$ cat src/fli_chunk_decoder_assert.svh
// assertion macros for the chunk decoder; only fcd_parser includes them
// no dependencies; include from inside a module body
`ifndef FLI_CHUNK_DECODER_ASSERT_SVH
`define FLI_CHUNK_DECODER_ASSERT_SVH

// consequent must hold in the same cycle as the antecedent
`define FCD_ASSERT_HOLDS(label, clk, rst_n, ante, cons) \
    label: assert property (@(posedge clk) disable iff (!rst_n) (ante) |-> (cons)) \
        else $error("fcd assertion failed");

// consequent must hold in the cycle after the antecedent
`define FCD_ASSERT_NEXT(label, clk, rst_n, ante, cons) \
    label: assert property (@(posedge clk) disable iff (!rst_n) (ante) |=> (cons)) \
        else $error("fcd assertion failed");

`endif

$ cat src/fcd_pkg.sv
// types and constants for the chunk decoder
// no dependencies; used by every module of the block
package fcd_pkg;

    typedef struct packed {
        logic        req_type;
        logic [15:0] chunk_kind;
        logic [7:0]  body_byte;
    } t_request;

    typedef struct packed {
        logic [1:0]  out_kind;
        logic [15:0] pixel_addr;
        logic [16:0] run_length;
        logic [7:0]  pixel_value;
        logic [7:0]  color_index;
        logic [1:0]  color_component;
    } t_result;

    // request types
    localparam logic REQ_OPEN = 1'b0;
    localparam logic REQ_BYTE = 1'b1;

    // chunk kinds on open
    localparam logic [15:0] KIND_PALETTE    = 16'd11;
    localparam logic [15:0] KIND_LINE_DELTA = 16'd12;
    localparam logic [15:0] KIND_CLEAR      = 16'd13;
    localparam logic [15:0] KIND_BYTE_RUN   = 16'd15;
    localparam logic [15:0] KIND_COPY       = 16'd16;

    // result kinds
    localparam logic [1:0] OUT_PIXEL   = 2'd0;
    localparam logic [1:0] OUT_FILL    = 2'd1;
    localparam logic [1:0] OUT_PALETTE = 2'd2;

    // configuration register indexes
    localparam logic CFG_FRAME_WIDTH  = 1'b0;
    localparam logic CFG_FRAME_HEIGHT = 1'b1;

    localparam logic [10:0] FRAME_WIDTH_RESET  = 11'd320;
    localparam logic [10:0] FRAME_HEIGHT_RESET = 11'd200;

    // write address saturates here
    localparam logic [16:0] ADDR_MAX = 17'h1FFFF;

endpackage

$ cat src/fcd_in_stage.sv
// input register of the chunk decoder
// depends on fcd_pkg for the request type
module fcd_in_stage
    import fcd_pkg::*;
(
    input  logic     i_clk,
    input  logic     i_rst_n,
    input  logic     i_valid,
    output logic     o_stall,
    input  t_request i_data,
    output logic     o_valid,
    output t_request o_data,
    input  logic     i_take
);

    logic     r_valid;
    t_request r_data;

    assign o_stall = r_valid && !i_take;
    assign o_valid = r_valid;
    assign o_data  = r_data;

    always_ff @(posedge i_clk) begin
        if (!i_rst_n) begin
            r_valid <= 1'b0;
        end else if (!o_stall) begin
            r_valid <= i_valid;
        end
    end

    always_ff @(posedge i_clk) begin
        if (!o_stall && i_valid) begin
            r_data <= i_data;
        end
    end

endmodule

$ cat src/fcd_parser.sv
// chunk body parser: parser state and the result of one request
// depends on fcd_pkg and the assertion macro header
module fcd_parser
    import fcd_pkg::*;
#(
    parameter int unsigned FRAME_BYTES = 65536
) (
    input  logic        i_clk,
    input  logic        i_rst_n,
    input  logic        i_fire,
    input  t_request    i_req,
    input  logic [10:0] i_frame_width,
    input  logic [10:0] i_frame_height,
    output logic        o_emit,
    output t_result     o_result
);

    `include "fli_chunk_decoder_assert.svh"

    localparam int unsigned LIMIT_RAW = (FRAME_BYTES > 65536) ? 65536 : FRAME_BYTES;
    localparam logic [16:0] FRAME_LIMIT = 17'(LIMIT_RAW);

    typedef enum logic [4:0] {
        PH_IDLE, PH_PAL_N_LO, PH_PAL_N_HI, PH_PAL_SKIP, PH_PAL_CHANGE, PH_PAL_RGB,
        PH_LC_Y_LO, PH_LC_Y_HI, PH_LC_N_LO, PH_LC_N_HI, PH_LC_PKTS, PH_LC_SKIP,
        PH_LC_COUNT, PH_LC_REP, PH_LC_LIT,
        PH_BR_PKTS, PH_BR_COUNT, PH_BR_LIT, PH_BR_REP, PH_COPY
    } t_phase;

    t_phase      r_phase, n_phase;
    logic [7:0]  r_word_low_byte, n_word_low_byte;
    logic [15:0] r_row_current, n_row_current;
    logic [16:0] r_row_end, n_row_end;
    logic [15:0] r_packets_left, n_packets_left;
    logic [8:0]  r_items_left, n_items_left;
    logic [16:0] r_write_addr, n_write_addr;
    logic [7:0]  r_palette_index, n_palette_index;
    logic [1:0]  r_component_step, n_component_step;

    logic        fill_req;
    logic [16:0] fill_addr;
    logic [16:0] fill_len;
    logic [7:0]  fill_val;
    logic        pal_emit;
    logic        do_lc_pkt, do_lc_row, do_br_pkt, do_br_row;

    logic [16:0] lc_next;
    logic        lc_end;
    logic [15:0] br_next;
    logic [15:0] pkt_dec;
    logic [26:0] row_base;
    logic [16:0] room;
    logic [16:0] clip_len;
    logic [7:0]  b;

    function automatic logic [16:0] sat_add(input logic [16:0] a, input logic [16:0] d);
        logic [17:0] s;
        s = {1'b0, a} + {1'b0, d};
        return s[17] ? ADDR_MAX : s[16:0];
    endfunction

    assign b        = i_req.body_byte;
    assign lc_next  = {1'b0, r_row_current} + 17'd1;
    assign lc_end   = (lc_next >= r_row_end) || lc_next[16];
    assign br_next  = r_row_current + 16'd1;
    assign pkt_dec  = r_packets_left - 16'd1;
    assign row_base = {11'd0, r_row_current} * {16'd0, i_frame_width};

    always_comb begin
        n_phase          = r_phase;
        n_word_low_byte  = r_word_low_byte;
        n_row_current    = r_row_current;
        n_row_end        = r_row_end;
        n_packets_left   = r_packets_left;
        n_items_left     = r_items_left;
        n_write_addr     = r_write_addr;
        n_palette_index  = r_palette_index;
        n_component_step = r_component_step;
        fill_req         = 1'b0;
        fill_addr        = r_write_addr;
        fill_len         = 17'd1;
        fill_val         = b;
        pal_emit         = 1'b0;
        do_lc_pkt        = 1'b0;
        do_lc_row        = 1'b0;
        do_br_pkt        = 1'b0;
        do_br_row        = 1'b0;

        if (i_req.req_type == REQ_OPEN) begin
            n_phase      = PH_IDLE;
            n_write_addr = '0;
            case (i_req.chunk_kind)
                KIND_PALETTE:    n_phase = PH_PAL_N_LO;
                KIND_LINE_DELTA: n_phase = PH_LC_Y_LO;
                KIND_CLEAR: begin
                    fill_req  = 1'b1;
                    fill_addr = '0;
                    fill_len  = FRAME_LIMIT;
                    fill_val  = 8'd0;
                end
                KIND_BYTE_RUN: begin
                    n_row_current = '0;
                    n_row_end     = {6'd0, i_frame_height};
                    if (i_frame_height != 11'd0) begin
                        n_phase = PH_BR_PKTS;
                    end
                end
                KIND_COPY:       n_phase = PH_COPY;
                default:         ;
            endcase
        end else begin
            case (r_phase)
                PH_PAL_N_LO: begin
                    n_word_low_byte = b;
                    n_phase         = PH_PAL_N_HI;
                end
                PH_PAL_N_HI: begin
                    n_packets_left = {b, r_word_low_byte};
                    n_phase = ({b, r_word_low_byte} == 16'd0) ? PH_IDLE : PH_PAL_SKIP;
                end
                PH_PAL_SKIP: begin
                    n_palette_index = b;
                    n_phase         = PH_PAL_CHANGE;
                end
                PH_PAL_CHANGE: begin
                    // a change byte of zero means a full palette
                    n_items_left     = (b == 8'd0) ? 9'd256 : {1'b0, b};
                    n_component_step = 2'd0;
                    n_phase          = PH_PAL_RGB;
                end
                PH_PAL_RGB: begin
                    pal_emit = 1'b1;
                    if (r_component_step != 2'd2) begin
                        n_component_step = r_component_step + 2'd1;
                    end else begin
                        n_component_step = 2'd0;
                        n_palette_index  = r_palette_index + 8'd1;
                        n_items_left     = r_items_left - 9'd1;
                        if (r_items_left == 9'd1) begin
                            n_packets_left = pkt_dec;
                            n_phase = (pkt_dec == 16'd0) ? PH_IDLE : PH_PAL_SKIP;
                        end
                    end
                end
                PH_LC_Y_LO: begin
                    n_word_low_byte = b;
                    n_phase         = PH_LC_Y_HI;
                end
                PH_LC_Y_HI: begin
                    n_row_current = {b, r_word_low_byte};
                    n_phase       = PH_LC_N_LO;
                end
                PH_LC_N_LO: begin
                    n_word_low_byte = b;
                    n_phase         = PH_LC_N_HI;
                end
                PH_LC_N_HI: begin
                    n_row_end = {1'b0, r_row_current} + {1'b0, b, r_word_low_byte};
                    n_phase = ({b, r_word_low_byte} == 16'd0) ? PH_IDLE : PH_LC_PKTS;
                end
                PH_LC_PKTS: begin
                    n_write_addr   = (row_base > 27'(ADDR_MAX)) ? ADDR_MAX : row_base[16:0];
                    n_packets_left = {8'd0, b};
                    if (b == 8'd0) begin
                        do_lc_row = 1'b1;
                    end else begin
                        n_phase = PH_LC_SKIP;
                    end
                end
                PH_LC_SKIP: begin
                    n_write_addr = sat_add(r_write_addr, {9'd0, b});
                    n_phase      = PH_LC_COUNT;
                end
                PH_LC_COUNT: begin
                    if (b[7]) begin
                        n_items_left = 9'd256 - {1'b0, b};
                        n_phase      = PH_LC_REP;
                    end else if (b != 8'd0) begin
                        n_items_left = {1'b0, b};
                        n_phase      = PH_LC_LIT;
                    end else begin
                        do_lc_pkt = 1'b1;
                    end
                end
                PH_LC_REP: begin
                    fill_req     = 1'b1;
                    fill_len     = {8'd0, r_items_left};
                    n_write_addr = sat_add(r_write_addr, {8'd0, r_items_left});
                    do_lc_pkt    = 1'b1;
                end
                PH_LC_LIT: begin
                    fill_req     = 1'b1;
                    n_write_addr = sat_add(r_write_addr, 17'd1);
                    n_items_left = r_items_left - 9'd1;
                    do_lc_pkt    = (r_items_left == 9'd1);
                end
                PH_BR_PKTS: begin
                    n_packets_left = {8'd0, b};
                    if (b == 8'd0) begin
                        do_br_row = 1'b1;
                    end else begin
                        n_phase = PH_BR_COUNT;
                    end
                end
                PH_BR_COUNT: begin
                    // negative count is literal bytes here, the reverse of line delta
                    if (b[7]) begin
                        n_items_left = 9'd256 - {1'b0, b};
                        n_phase      = PH_BR_LIT;
                    end else begin
                        n_items_left = {1'b0, b};
                        n_phase      = PH_BR_REP;
                    end
                end
                PH_BR_LIT: begin
                    fill_req     = 1'b1;
                    n_write_addr = sat_add(r_write_addr, 17'd1);
                    n_items_left = r_items_left - 9'd1;
                    do_br_pkt    = (r_items_left == 9'd1);
                end
                PH_BR_REP: begin
                    fill_req     = 1'b1;
                    fill_len     = {8'd0, r_items_left};
                    n_write_addr = sat_add(r_write_addr, {8'd0, r_items_left});
                    do_br_pkt    = 1'b1;
                end
                PH_COPY: begin
                    fill_req     = 1'b1;
                    n_write_addr = sat_add(r_write_addr, 17'd1);
                end
                default: ;
            endcase
        end

        if (do_lc_pkt) begin
            n_packets_left = pkt_dec;
            if (pkt_dec == 16'd0) begin
                do_lc_row = 1'b1;
            end else begin
                n_phase = PH_LC_SKIP;
            end
        end
        if (do_lc_row) begin
            if (lc_end) begin
                n_phase = PH_IDLE;
            end else begin
                n_row_current = lc_next[15:0];
                n_phase       = PH_LC_PKTS;
            end
        end
        if (do_br_pkt) begin
            n_packets_left = pkt_dec;
            if (pkt_dec == 16'd0) begin
                do_br_row = 1'b1;
            end else begin
                n_phase = PH_BR_COUNT;
            end
        end
        if (do_br_row) begin
            // row counter advances even when the chunk ends
            n_row_current = br_next;
            n_phase = ({1'b0, br_next} >= r_row_end) ? PH_IDLE : PH_BR_PKTS;
        end
    end

    // clip fills at the end of the frame
    assign room     = FRAME_LIMIT - fill_addr;
    assign clip_len = (fill_len > room) ? room : fill_len;

    assign o_emit = pal_emit
                 || (fill_req && (fill_addr < FRAME_LIMIT) && (fill_len != 17'd0));

    always_comb begin
        if (pal_emit) begin
            o_result.out_kind        = OUT_PALETTE;
            o_result.pixel_addr      = 16'd0;
            o_result.run_length      = 17'd1;
            o_result.pixel_value     = b;
            o_result.color_index     = r_palette_index;
            o_result.color_component = r_component_step;
        end else begin
            o_result.out_kind        = (clip_len == 17'd1) ? OUT_PIXEL : OUT_FILL;
            o_result.pixel_addr      = fill_addr[15:0];
            o_result.run_length      = clip_len;
            o_result.pixel_value     = fill_val;
            o_result.color_index     = 8'd0;
            o_result.color_component = 2'd0;
        end
    end

    always_ff @(posedge i_clk) begin
        if (!i_rst_n) begin
            r_phase          <= PH_IDLE;
            r_word_low_byte  <= '0;
            r_row_current    <= '0;
            r_row_end        <= '0;
            r_packets_left   <= '0;
            r_items_left     <= '0;
            r_write_addr     <= '0;
            r_palette_index  <= '0;
            r_component_step <= '0;
        end else if (i_fire) begin
            r_phase          <= n_phase;
            r_word_low_byte  <= n_word_low_byte;
            r_row_current    <= n_row_current;
            r_row_end        <= n_row_end;
            r_packets_left   <= n_packets_left;
            r_items_left     <= n_items_left;
            r_write_addr     <= n_write_addr;
            r_palette_index  <= n_palette_index;
            r_component_step <= n_component_step;
        end
    end

    `FCD_ASSERT_HOLDS(a_pal_fixed, i_clk, i_rst_n, o_emit && pal_emit, o_result.pixel_addr == 16'd0 && o_result.run_length == 17'd1)
    `FCD_ASSERT_HOLDS(a_fill_nonzero, i_clk, i_rst_n, o_emit && !pal_emit, o_result.run_length != 17'd0)
    `FCD_ASSERT_HOLDS(a_items_live, i_clk, i_rst_n, r_phase == PH_LC_LIT || r_phase == PH_LC_REP || r_phase == PH_BR_LIT || r_phase == PH_PAL_RGB, r_items_left != 9'd0)
    `FCD_ASSERT_NEXT(a_pal_advance, i_clk, i_rst_n, i_fire && i_req.req_type == REQ_BYTE && r_phase == PH_PAL_RGB && r_component_step == 2'd2, r_palette_index == $past(r_palette_index) + 8'd1 && r_component_step == 2'd0)

endmodule

$ cat src/fcd_out_stage.sv
// result register of the chunk decoder
// depends on fcd_pkg for the result type
module fcd_out_stage
    import fcd_pkg::*;
(
    input  logic    i_clk,
    input  logic    i_rst_n,
    input  logic    i_load,
    input  t_result i_data,
    output logic    o_can_take,
    output logic    o_valid,
    input  logic    i_stall,
    output t_result o_data
);

    logic    r_valid;
    t_result r_data;

    assign o_can_take = !r_valid || !i_stall;
    assign o_valid    = r_valid;
    assign o_data     = r_data;

    always_ff @(posedge i_clk) begin
        if (!i_rst_n) begin
            r_valid <= 1'b0;
        end else if (o_can_take) begin
            r_valid <= i_load;
        end
    end

    always_ff @(posedge i_clk) begin
        if (o_can_take && i_load) begin
            r_data <= i_data;
        end
    end

endmodule

$ cat src/fli_chunk_decoder.sv
// Chunk body decoder for FLI animations. Requests open a chunk (palette, line delta, clear,
// byte run, copy) or deliver one body byte; each request gives at most one result: a pixel
// write, a clipped fill run or a palette component write. One request is taken every clock
// cycle when the output side is not stalled; a result leaves through the input register,
// the combinational parser step and the result register. The user writes frame_width and
// frame_height through the plain config port only while idle; the block does not enforce it.
// Depends on fcd_pkg, fcd_in_stage, fcd_parser and fcd_out_stage.
module fli_chunk_decoder
    import fcd_pkg::*;
#(
    parameter int unsigned FRAME_BYTES = 65536
) (
    input  logic        i_clk,
    input  logic        i_rst_n,
    input  logic        i_cfg_we,
    input  logic        i_cfg_index,
    input  logic [10:0] i_cfg_wdata,
    input  logic        i_in_valid,
    output logic        o_in_stall,
    input  t_request    i_in_data,
    output logic        o_out_valid,
    input  logic        i_out_stall,
    output t_result     o_out_data
);

    logic [10:0] r_frame_width;
    logic [10:0] r_frame_height;

    logic     req_valid;
    t_request req_data;
    logic     can_take;
    logic     fire;
    logic     emit;
    t_result  result;

    always_ff @(posedge i_clk) begin
        if (!i_rst_n) begin
            r_frame_width  <= FRAME_WIDTH_RESET;
            r_frame_height <= FRAME_HEIGHT_RESET;
        end else if (i_cfg_we) begin
            case (i_cfg_index)
                CFG_FRAME_WIDTH:  r_frame_width  <= i_cfg_wdata;
                CFG_FRAME_HEIGHT: r_frame_height <= i_cfg_wdata;
                default:          ;
            endcase
        end
    end

    assign fire = req_valid && can_take;

    fcd_in_stage u_in (
        .i_clk   (i_clk),
        .i_rst_n (i_rst_n),
        .i_valid (i_in_valid),
        .o_stall (o_in_stall),
        .i_data  (i_in_data),
        .o_valid (req_valid),
        .o_data  (req_data),
        .i_take  (can_take)
    );

    fcd_parser #(
        .FRAME_BYTES (FRAME_BYTES)
    ) u_parser (
        .i_clk          (i_clk),
        .i_rst_n        (i_rst_n),
        .i_fire         (fire),
        .i_req          (req_data),
        .i_frame_width  (r_frame_width),
        .i_frame_height (r_frame_height),
        .o_emit         (emit),
        .o_result       (result)
    );

    fcd_out_stage u_out (
        .i_clk      (i_clk),
        .i_rst_n    (i_rst_n),
        .i_load     (fire && emit),
        .i_data     (result),
        .o_can_take (can_take),
        .o_valid    (o_out_valid),
        .i_stall    (i_out_stall),
        .o_data     (o_out_data)
    );

endmodule
$ cat config.mk
export PLATFORM = sky130hd
export DESIGN_NAME = fli_chunk_decoder
export DESIGN_NICKNAME = d
export VERILOG_FILES = /design/src/fcd_pkg.sv /design/src/fcd_in_stage.sv /design/src/fcd_parser.sv /design/src/fcd_out_stage.sv /design/src/fli_chunk_decoder.sv
export VERILOG_INCLUDE_DIRS = /design/src /design/src/src
export SDC_FILE = /design/constraint.sdc
export NUM_CORES = 1
export LEC_CHECK = 0
export ABC_CLOCK_PERIOD_IN_PS = 9600
export BUFFER_PORTS_ARGS = -buffer_cell sky130_fd_sc_hd__buf_2
export CAP_MARGIN = 20
export CELL_PAD_IN_SITES_DETAIL_PLACEMENT = 1
export CELL_PAD_IN_SITES_GLOBAL_PLACEMENT = 2
export CORE_UTILIZATION = 39
export CTS_CLUSTER_DIAMETER = 150
export DETAILED_ROUTE_END_ITERATION = 10
export PLACE_DENSITY_LB_ADDON = 0.25
export SLEW_MARGIN = 20
export SYNTH_ARGS = -nofsm -noshare
export SYNTH_HDL_FRONTEND = slang
export SYNTH_SLANG_ARGS = --single-unit
$ cat constraint.sdc
create_clock -name i_clk -period 9.6 [get_ports i_clk]
set_input_delay 0.96 -clock i_clk [delete_from_list [all_inputs] [get_ports i_clk]]
set_output_delay 0.96 -clock i_clk [all_outputs]
set_load 0.05 [all_outputs]
==> key figures, run 1 <==
Synthesis
  – Post-Synthesis Cells: around 2400
  – Primary FF master, synth: dfxtp_1
  – #FFs+latches synth: 200
  – Mapped Area: roughly 20000 sq um
  – Synth cell types: 80
  – Synth area leader: fa_1
  – Sequential share of the synthesized area: between 20% and 30%
  – Share of the synthesized area in the top cell type: 13.1%
  – Post-synth ARST share: 0%
  – Top post-synthesis cells by area: fa_1 (13%), dfxtp_1 (13%), edfxtp_1 (12%)
  – Ys Warns: 0
  – Most frequent cell after synthesis: nand2_1
  – Syn_nets: 2703
  – Post-synth top cells: nand2_1 (279), inv_1 (226), a21oi_1 (186)
  – Syn avg cell area: 8.14 sq um
  – Post-synth EDFFs: a little under 80

Setup path
  – Critical Path RT: between 9000 and 10000 ps
  – Crit end category: flop
  – Critical path type: reg -> reg
  – Worst path buffer plus inverter count: 5
  – Worst Setup Start Kind: flop
  – Max stage delay on crit path: roughly 800 ps
  – Crit path max-delay family: adder cells
  – Critical-path cell list: nand2_1, fa_1, inv_1, fa_1, inv_1, fa_1, inv_1, fa_1, inv_1, fa_1, inv_1, ha_1, nand3_1, o211ai_1, a2111oi_0, a311oi_1, or3_1, a32oi_1, or4b_2, nor4_2, a211oi_1
  – CP Max Fanout: 17
  – Crit path max-delay cell type: dfxtp_1
  – Worst EP arrival: 8280 ps

Job
  – MaxCap Viol Count: 0

Detailed routing
  – Vias: 17928
  – DRC: 0
  – Post-Route WL: approximately 65000 microns
  – Post-route ant nets: 0
  – DRT iter0 DRCs: around 1100
  – First-pass DRT Iterations: 5
  – Vias per cell: ~5.8
  – Routed WL per cell: approximately 21 microns

Pwr
  – Peak VDD IR: 0.000119 V
  – PwrDens: 88.8 nW/um^2
  – Final Power: around 1.9 mW
  – Leakage: 9.35 nW

Status
  – Status: finished clean

CTS
  – Root Buffer: clkbuf_16
  – CTS tree: done
  – CTS Buf Count: 17
  – H-tree depth: 4
  – CTS sink count: 200
  – Post-CTS Hold Fix Bufs: 0
  – Max Root-Sink Buffers: 2
  – CTS clk-pin slew, worst paths: around 80 ps
  – Resize count post-CTS: 0
  – Clock Latency Late Sink: 510 ps
  – Setup bufs post-CTS: 0

STA
  – Setup_tns: 0 ps
  – Final hold violations: 0
  – RSZ-0062 raised after global routing: no
  – Clk_skew: around 21 ps
  – Max-slew headroom: a little over a quarter
  – Max-slew violations: 0
  – Fmax: roughly 130 MHz
  – Worst Tran Pin Value: ~1100 ps
  – Final Critical Period: slightly below 8000 ps
  – Crit share post-route: between 80% and 90%
  – Final Setup Violations: 0

Floorplanning
  – Initial Util: between 30% and 40%
  – FP Rows: roughly 80
  – Die H: approximately 230 microns
  – Die Span X: 226 microns
  – Die footprint: around 50000 sq um
  – Core ar.: 49200 sq um
  – I/O pins: just under 100

Place
  – GPL Wtd Cong: 0.872
  – DPL Wire Length: around 50000 microns
  – Port bufs: 96

Global route
  – Antenna violations before repair: 0
  – Total gr overflow: 0
  – Gr usage total: roughly a quarter
  – Largest net degree at the start of global routing: 54
  – Vias in the first global route: 18674
  – First-pass GRT wire length: ~100000 microns

Final layout
  – Final nets: 2700
  – Antenna fix cells: 0
  – Share of layout cells above drive strength 1: under 10%
  – P&R area growth vs syn: 8.32%

Worst hold path
  – Path type of the worst min-delay path: reg -> reg
-- worst paths after layout --
| check | startpoint | endpoint | slack (ps) | cells after the start |
|---|---|---|---|---|
| max | u_parser.r_row_current[13] | u_parser.r_write_addr[16] | 1700 | 21 |
| min | u_parser.r_row_end[12] | u_parser.r_row_end[12] | 460 | 2 |
| max reg2reg | u_parser.r_row_current[13] | u_parser.r_write_addr[16] | 1700 | 21 |
| min reg2reg | u_parser.r_row_end[12] | u_parser.r_row_end[12] | 460 | 2 |
-- per-layer routing --
layer / wire, microns / GRT usage, % / part of all wire [%] / vias up
met5: 0 / 0 / 0 / -
met4: 1470 / 8.49 / 2.3 / 0
met3: 2360 / 2.82 / 3.6 / 89
met2: 32200 / 45.7 / 49 / 380
met1: 29400 / 34.0 / 45 / 9062
li1: - / - / - / 8397
-- final cells by class --
class,instances,area (sq um)
clock buffers,17,425
flip-flops and latches,200,4780
well taps,664,831
multi-input cells,1813,13300
inverters,227,852
repair buffers,136,781
fillers,5947,28000
clock inverters,15,165
-- metrics by stage --
stage / setup WS [ps] / cell area, sq um / hold WS (ps) / utilization (%) / instances
after global routing: 1220 / 21200 / 495 / 43.0 / 3072
after global placement: 1950 / 20600 / 443 / 41.8 / 3040
after detailed placement: 1710 / 20600 / 452 / 41.8 / 3040
after CTS: 1700 / 21100 / 463 / 43.0 / 3072
final: 1700 / 21200 / 462 / 43.0 / 3072
after floorplan: 2400 / 19500 / 432 / - / 2398
-- report_power, final --
part	switching (mW)	internal, mW
registers	0.0281	0.896
logic	0.137	0.0644
clock network	0.385	0.368
-- worst min-delay path, stage by stage (launching register included) --
cell     delay, ps
dfxtp_1        320
nand2_1         50
a21oi_1         50
-- cell families after synthesis --
logic type | Yosys count | share of synthesized area [%]
compound gates | 596 | 19.7
xor+xnor | 85 | 3.81
fa+ha+maj | 263 | 21.8
buf+inv | 385 | 7.48
flops | 200 | 24.5
mux | 22 | 1.15
simple gates | 847 | 21.6
-- state kept, by name, summed over array words and instances, names as in the netlist --
register                   flops
u_out.o_data                  53
u_in.o_data                   25
u_parser.r_row_end            17
u_parser.r_write_addr         17
u_parser.r_packets_left       16
u_parser.r_row_current        16
r_frame_height                11
r_frame_width                 11
u_parser.r_items_left          9
u_parser.r_palette_index       8
u_parser.r_word_low_byte       8
u_parser.r_phase               5
u_parser.r_component_step      2
u_in.o_valid                   1
u_out.o_valid                  1
-- placed cells by master, fill, tap and decap left out, types with 16 or more instances in the layout --
master	netlist	final
nand2_1	279	279
inv_1	226	224
a21oi_1	186	185
nor2_1	138	138
ha_1	135	135
fa_1	128	128
o21ai_0	122	122
dfxtp_1	122	122
and2_1	98	98
buf_2	1	96
edfxtp_1	78	78
and3_1	60	60
xnor2_1	59	59
nor3_1	58	57
nand3_1	55	55
buf_4	0	40
a31oi_1	30	30
xor2_1	26	26
a211oi_1	26	25
nand4_1	24	24
a22oi_1	24	24
a21o_1	24	24
or3_1	19	19
mux2i_1	18	18
o211ai_1	18	18
nor4_1	18	17
nand2b_1	17	17
o31ai_1	17	17
clkbuf_16	0	17
a221o_1	16	16
or2_2	16	16
(Power assumes the default switching activity.)
==> inputs of run 2 (changes only) <==
--- a/config.mk
+++ b/config.mk
@@ -6,12 +6,13 @@
 export SDC_FILE = /design/constraint.sdc
 export NUM_CORES = 1
 export LEC_CHECK = 0
-export ABC_CLOCK_PERIOD_IN_PS = 9600
+export ABC_AREA = 1
+export ABC_CLOCK_PERIOD_IN_PS = 7990
 export BUFFER_PORTS_ARGS = -buffer_cell sky130_fd_sc_hd__buf_2
 export CAP_MARGIN = 20
 export CELL_PAD_IN_SITES_DETAIL_PLACEMENT = 1
 export CELL_PAD_IN_SITES_GLOBAL_PLACEMENT = 2
-export CORE_UTILIZATION = 39
+export CORE_UTILIZATION = 37
 export CTS_CLUSTER_DIAMETER = 150
 export DETAILED_ROUTE_END_ITERATION = 10
 export PLACE_DENSITY_LB_ADDON = 0.25
==> constraint.sdc (replaced) <==
create_clock -name i_clk -period 7.99 [get_ports i_clk]
set_input_delay 0.799 -clock i_clk [delete_from_list [all_inputs] [get_ports i_clk]]
set_output_delay 0.799 -clock i_clk [all_outputs]
set_load 0.05 [all_outputs]
==> key figures, run 2 <==
Pwr
  – Leakage: 10.9 nW (+16%)
  – PwrDens: 113 nW/um^2 (+28%)
  – Logic pwr share: 13.8% (+3.1 points)
  – Peak VDD IR: 0.000195 V (+63%)
  – Sw Share: 33.6% (+4.3 points)
  – Internal: 1.63 mW (+23%)
  – NetSw: 826 uW (+50%)
  – Clock power frac: 40.4% (+0.3 points)
  – Sequential Power Share: 45.9% (-3.3 points)

Setup path
  – Critical path type: reg -> reg
  – Worst EP arrival: 7080 ps (-1200 ps)
  – Worst Setup Start Kind: flop
  – CP Max Fanout: 17 (unchanged)
  – Critical Path RT: 8360 ps (-1610 ps)
  – Worst path buffer plus inverter count: 3 (-2)
  – Max stage delay on crit path: 760 ps (-40 ps)
  – Crit path top cell by count: nand2_1
  – Crit path max-delay family: adder cells
  – Crit end category: flop
  – Crit path max-delay cell type: dfxtp_1

Synthesis
  – Synth area leader: fa_1
  – Synth cell types: 59 (-26%)
  – Post-synth EDFFs: 78 (unchanged)
  – Mapped Area: 20000 sq um (+2.6%)
  – Sequential share of the synthesized area: 23.9% (-0.62 points)
  – Top post-synthesis cells by area: fa_1 (13%), dfxtp_1 (12%), edfxtp_1 (12%)
  – Syn_nets: 3162 (+17%)
  – #FFs+latches synth: 200 (unchanged)
  – Syn avg cell area: 7.01 sq um (-14%)
  – Post-synth top cells: nand2_1 (594), inv_1 (524), nor2_1 (235)
  – Post-synth ARST share: 0% (unchanged)
  – Ys Warns: 0 (unchanged)
  – Share of the synthesized area in the top cell type: 12.8% (-0.33 points)
  – Post-Synthesis Cells: 2857 (+19%)
  – Most frequent cell after synthesis: nand2_1
  – Primary FF master, synth: dfxtp_1

Final layout
  – Antenna fix cells: 0 (unchanged)
  – Share of layout cells above drive strength 1: 7.01% (-2.0 points)
  – Commonest non-fill, non-tap cell in the layout: nand2_1
  – Final nets: 3173 (+18%)
  – Final Util: 40.9% (-2.2 points)
  – Design area: 21700 sq um (+2.6%)
  – Commonest non-fill, non-tap cells in the layout: nand2_1 (593), inv_1 (521), nor2_1 (233)
  – Max FFs per register: 53 (unchanged)
  – P&R area growth vs syn: 8.29% (about the same)

Place
  – GPL Wtd Cong: 0.866 (-0.62%)
  – Port bufs: 96 (unchanged)
  – Placed cell area: 21000 sq um (+2.3%)
  – DPL Wire Length: 53100 microns (+7.1%)

Global route
  – Gr usage total: 25.5% (-0.85 points)
  – Largest net degree at the start of global routing: 58 (+7.4%)
  – Antenna violations before repair: 0 (unchanged)
  – First-pass GRT wire length: 111000 microns (+6.2%)
  – Total gr overflow: 0 (unchanged)
  – Vias in the first global route: 20224 (+8.3%)

CTS
  – CTS sink count: 200 (unchanged)
  – H-tree depth: 4 (unchanged)
  – Resize count post-CTS: 0 (unchanged)
  – Post-CTS Hold Fix Bufs: 0 (unchanged)
  – Setup bufs post-CTS: 0 (unchanged)
  – CTS tree: done
  – Clock Latency Late Sink: 520 ps (about the same)
  – CTS Buf Count: 17 (unchanged)
  – CTS clk-pin slew, worst paths: 90 ps (about the same)
  – Max Root-Sink Buffers: 2 (unchanged)
  – Root Buffer: clkbuf_16

STA
  – Final Critical Period: 6710 ps (-1190 ps)
  – Final Setup Violations: 0 (unchanged)
  – RSZ-0062 raised after global routing: no
  – Max-slew headroom: 26.6% (+0.54 points)
  – Clk_skew: 19.8 ps (-1.35 ps)
  – Max-slew violations: 0 (unchanged)
  – Setup_tns: 0 ps (unchanged)
  – Crit share post-route: 84.0% (+1.7 points)
  – Final hold violations: 0 (unchanged)
  – Fmax: 149 MHz (+18%)
  – Worst Tran Pin Value: 1100 ps (-3.31 ps)

Detailed routing
  – DRT iter0 DRCs: 978 (-13%)
  – Routed WL per cell: 19.2 microns (-9.9%)
  – Post-route ant nets: 0 (unchanged)
  – First-pass DRT Iterations: 6 (+1)
  – Vias: 18946 (+5.7%)
  – DRC: 0 (unchanged)
  – Vias per cell: 5.31 (-9.0%)
  – Post-Route WL: 68500 microns (+4.7%)

Worst hold path
  – Path type of the worst min-delay path: in -> reg

Floorplanning
  – Die H: 235 microns (+4.0%)
  – Die footprint: 55100 sq um (+8.1%)
  – Die Span X: 235 microns (+4.0%)
  – Core ar.: 53100 sq um (+8.0%)
  – I/O pins: 97 (unchanged)
  – FP Rows: 84 (+3.7%)
  – Initial Util: 37.7% (-2.0 points)

Job
  – MaxCap Viol Count: 0 (unchanged)

Status
  – Status: finished clean
[run 2: worst paths after layout]
| kind | end | depth (start not counted) | slack, ps | from |
|---|---|---|---|---|
| setup / recovery | u_parser.r_write_addr[4] | 26 | 1280 | u_parser.r_row_current[0] |
| hold reg to reg | u_parser.r_row_end[13] | 2 | 470 | u_parser.r_row_end[13] |
| setup reg to reg | u_parser.r_write_addr[4] | 26 | 1280 | u_parser.r_row_current[0] |
| hold / removal | u_in.o_data[18] | 1 | 450 | i_in_data[18] |
[run 2: final cells by class]
cell class,count,area [sq um]
fillers,6766,31400
multi-input cells,1998,12700
flip-flops and latches,200,4780
inverters,527,1980
well taps,688,861
repair buffers,124,698
clock buffers,17,425
clock inverters,15,218
[run 2: worst reg2reg max path, cell delays in order, from the launching register on]
cell      delay (ps)
dfxtp_1          760
nand2_1          180
fa_1             540
fa_1             550
inv_1             60
fa_1             520
fa_1             540
inv_1             50
fa_1             520
inv_1             40
ha_1             370
nand2_1           90
nand2_1           50
a31oi_1          140
nand2_1          100
nand2_1           90
nand2_1           80
a21boi_0         300
o21ai_0          240
nand2_1          140
nand3_1           80
a21oi_1          180
nand2_1           80
nor2_2           520
nand3_1          160
nand2_1          110
a21oi_1           70
[run 2: through the flow]
stage	power (mW)	std cells	worst slack, ps	hold slack [ps]
3_3_place_gp	1.48	3536	1410	453
6_report	2.46	3569	1280	446
4_1_cts	2.49	3568	1220	411
5_1_grt	2.55	3569	647	420
2_1_floorplan	1.36	2857	2080	437
3_5_place_dp	1.49	3536	1260	458
[run 2: cell families (layout without fill, tap and decap cells)]
logic type	count (synthesis)	count (layout)	share of synthesized area [%]
simple gates	1100	1100	23.1
buf+inv	659	683	12.6
compound gates	552	552	15.6
fa+ha+maj	263	263	21.2
flops	200	200	23.9
xor+xnor	83	83	3.63
[run 2: power groups by stage]
stage | clock (mW) | sequential, mW | combinational [mW]
5_1_grt | 1.04 | 1.13 | 0.379
3_5_place_dp | 0 | 1.15 | 0.337
3_3_place_gp | 0 | 1.15 | 0.330
4_1_cts | 1.02 | 1.13 | 0.340
2_1_floorplan | 0 | 1.12 | 0.238
6_report | 0.993 | 1.13 | 0.339
[run 2: per-layer routing]
layer	global-route usage, %	part of all wire [%]	vias to the layer above	wire length (microns)
li1	-	-	9202	-
met1	32.5	45	9368	31100
met2	45.3	50	312	34100
met3	3.29	3.0	64	2040
met4	6.46	1.7	0	1200
met5	0	0	-	0
==> inputs of run 3 (changes only) <==
--- a/config.mk
+++ b/config.mk
@@ -7,7 +7,7 @@
 export NUM_CORES = 1
 export LEC_CHECK = 0
 export ABC_AREA = 1
-export ABC_CLOCK_PERIOD_IN_PS = 7990
+export ABC_CLOCK_PERIOD_IN_PS = 6750
 export BUFFER_PORTS_ARGS = -buffer_cell sky130_fd_sc_hd__buf_2
 export CAP_MARGIN = 20
 export CELL_PAD_IN_SITES_DETAIL_PLACEMENT = 1
==> constraint.sdc (replaced) <==
create_clock -name i_clk -period 6.75 [get_ports i_clk]
set_input_delay 0.675 -clock i_clk [delete_from_list [all_inputs] [get_ports i_clk]]
set_output_delay 0.675 -clock i_clk [all_outputs]
set_load 0.05 [all_outputs]
==> key figures, run 3 (synthesis results as in run 2) <==
Place
  – Placed cell area: 21200 sq um (+0.81%)
  – GPL Wtd Cong: 0.904 (+4.3%)
  – Port bufs: 96 (unchanged)
  – DPL Wire Length: 54400 microns (+2.5%)

Pwr
  – Leakage: 11.0 nW (+0.94%)
  – Peak VDD IR: 0.000196 V (+0.46%)
  – PwrDens: 133 nW/um^2 (+17%)

STA
  – Final Critical Period: 6190 ps (-524 ps)
  – RSZ-0062 raised after global routing: no
  – Final hold violations: 0 (unchanged)
  – Clk_skew: 18.5 ps (-1.35 ps)
  – Fmax: 162 MHz (+8.5%)
  – Crit share post-route: 91.6% (+7.7 points)
  – Max-slew violations: 0 (unchanged)
  – Setup_tns: 0 ps (unchanged)
  – Max-slew headroom: 31.3% (+4.7 points)
  – Final Setup Violations: 0 (unchanged)
  – Worst Tran Pin Value: 1030 ps (-72.7 ps)

Detailed routing
  – DRT iter0 DRCs: 1013 (+3.6%)
  – Vias: 19117 (+0.90%)
  – First-pass DRT Iterations: 5 (-1)
  – Routed WL per cell: 19.3 microns (+0.46%)
  – DRC: 0 (unchanged)
  – Vias per cell: 5.32 (+0.28%)
  – Post-Route WL: 69200 microns (+1.1%)
  – Post-route ant nets: 0 (unchanged)

Floorplanning
  – Core ar.: 53100 sq um (unchanged)
  – Die H: 235 microns (unchanged)
  – Die Span X: 235 microns (unchanged)
  – Initial Util: 37.7% (unchanged)
  – FP Rows: 84 (unchanged)
  – I/O pins: 97 (unchanged)
  – Die footprint: 55100 sq um (unchanged)

Status
  – Status: finished clean

Final layout
  – Commonest non-fill, non-tap cells in the layout: nand2_1 (594), inv_1 (521), nor2_1 (234)
  – Share of layout cells above drive strength 1: 7.61% (+0.60 points)
  – Antenna fix cells: 0 (unchanged)
  – Final nets: 3195 (+0.69%)
  – Commonest non-fill, non-tap cell in the layout: nand2_1
  – Max FFs per register: 53 (unchanged)
  – Design area: 21800 sq um (+0.59%)
  – Reg area: 4780 sq um (unchanged)
  – Multi-input logic area: 12700 sq um (about the same)
  – Fillers: 6822 (+0.83%)
  – P&R area growth vs syn: 8.93%

Setup path
  – Worst EP arrival: 6560 ps (-520 ps)
  – Crit end category: flop
  – Critical path type: reg -> reg
  – Critical Path RT: 7120 ps (-1240 ps)
  – CP Max Fanout: 17 (unchanged)
  – Worst Setup Start Kind: flop

CTS
  – CTS sink count: 200 (unchanged)
  – CTS Buf Count: 17 (unchanged)
  – CTS clk-pin slew, worst paths: 80 ps (about the same)
  – Max Root-Sink Buffers: 2 (unchanged)
  – H-tree depth: 4 (unchanged)
  – Root Buffer: clkbuf_16
  – Setup bufs post-CTS: 0 (unchanged)
  – Clock Latency Late Sink: 520 ps (about the same)
  – CTS tree: done
  – Post-CTS Hold Fix Bufs: 0 (unchanged)
  – Resize count post-CTS: 0 (unchanged)

Global route
  – Vias in the first global route: 20390 (+0.82%)
  – Gr usage total: 25.6% (+0.13 points)
  – Total gr overflow: 0 (unchanged)
  – Antenna violations before repair: 0 (unchanged)
  – Largest net degree at the start of global routing: 58 (unchanged)
  – First-pass GRT wire length: 111000 microns (+0.49%)

Worst hold path
  – Path type of the worst min-delay path: in -> reg

Job
  – MaxCap Viol Count: 0 (unchanged)
## run 3: final cells by class
| class | count | area share, % |
|---|---|---|
| clock inverters | 12 | 0.694 |
| repair buffers | 146 | 3.92 |
| multi-input cells | 1998 | 58.3 |
| inverters | 527 | 9.08 |
| clock buffers | 20 | 2.14 |
| well taps | 688 | 3.95 |
| flip-flops and latches | 200 | 21.9 |
## run 3: worst paths after layout
kind | start | to | slack (ps) | depth (start not counted)
worst max-delay path | u_parser.r_row_current[5] | u_parser.r_write_addr[1] | 560 | 26
worst max register to register | u_parser.r_row_current[5] | u_parser.r_write_addr[1] | 560 | 26
worst min-delay path | i_in_data[10] | u_in.o_data[10] | 340 | 1
worst min register to register | u_parser.r_row_end[11] | u_parser.r_row_end[11] | 470 | 2
## run 3: per-stage QoR
| stage | setup slack (ps) | hold slack (ps) | utilization [%] | total power [mW] | cells |
|---|---|---|---|---|---|
| after global placement | 741 | 454 | 39.9 | 1.76 | 3559 |
| after CTS | 507 | 312 | 41.1 | 2.92 | 3591 |
| after global routing | 5.18 | 323 | 41.1 | 3.01 | 3591 |
| after detailed placement | 510 | 456 | 39.9 | 1.77 | 3559 |
| final | 564 | 341 | 41.1 | 2.89 | 3591 |
| after floorplan | 835 | 437 | - | 1.61 | 2857 |
## run 3: worst max-delay path, stage by stage (launching register included)
cell     delay (ps)
dfxtp_1         740
nand2_1         180
fa_1            600
fa_1            450
fa_1            500
inv_1            60
fa_1            540
inv_1            60
fa_1            520
inv_1            40
ha_1            330
inv_1           100
o21ai_0         120
inv_1            70
o21ai_0          70
a21oi_1         320
nor3_1           80
nor2_1          190
o21ai_0         130
xor2_1          170
a21oi_1         150
nand2_1          90
nor2_2           90
buf_4           220
nand3_1         100
nand2_1          70
a21oi_1          50
## run 3: layer usage
layer	vias up	wire, microns	global-route usage [%]
li1	9223	-	-
met1	9401	31000	31.9
met2	380	33800	45.0
met3	113	2380	3.30
met4	0	2000	9.71
met5	-	0	0
## run 3: power breakdown
part           internal [mW]  leakage (nW)  total [mW]  switching [mW]
Clock                  0.589         0.303        1.15           0.565
Sequential              1.28          1.76        1.32          0.0409
Combinational          0.126          8.90       0.416           0.290
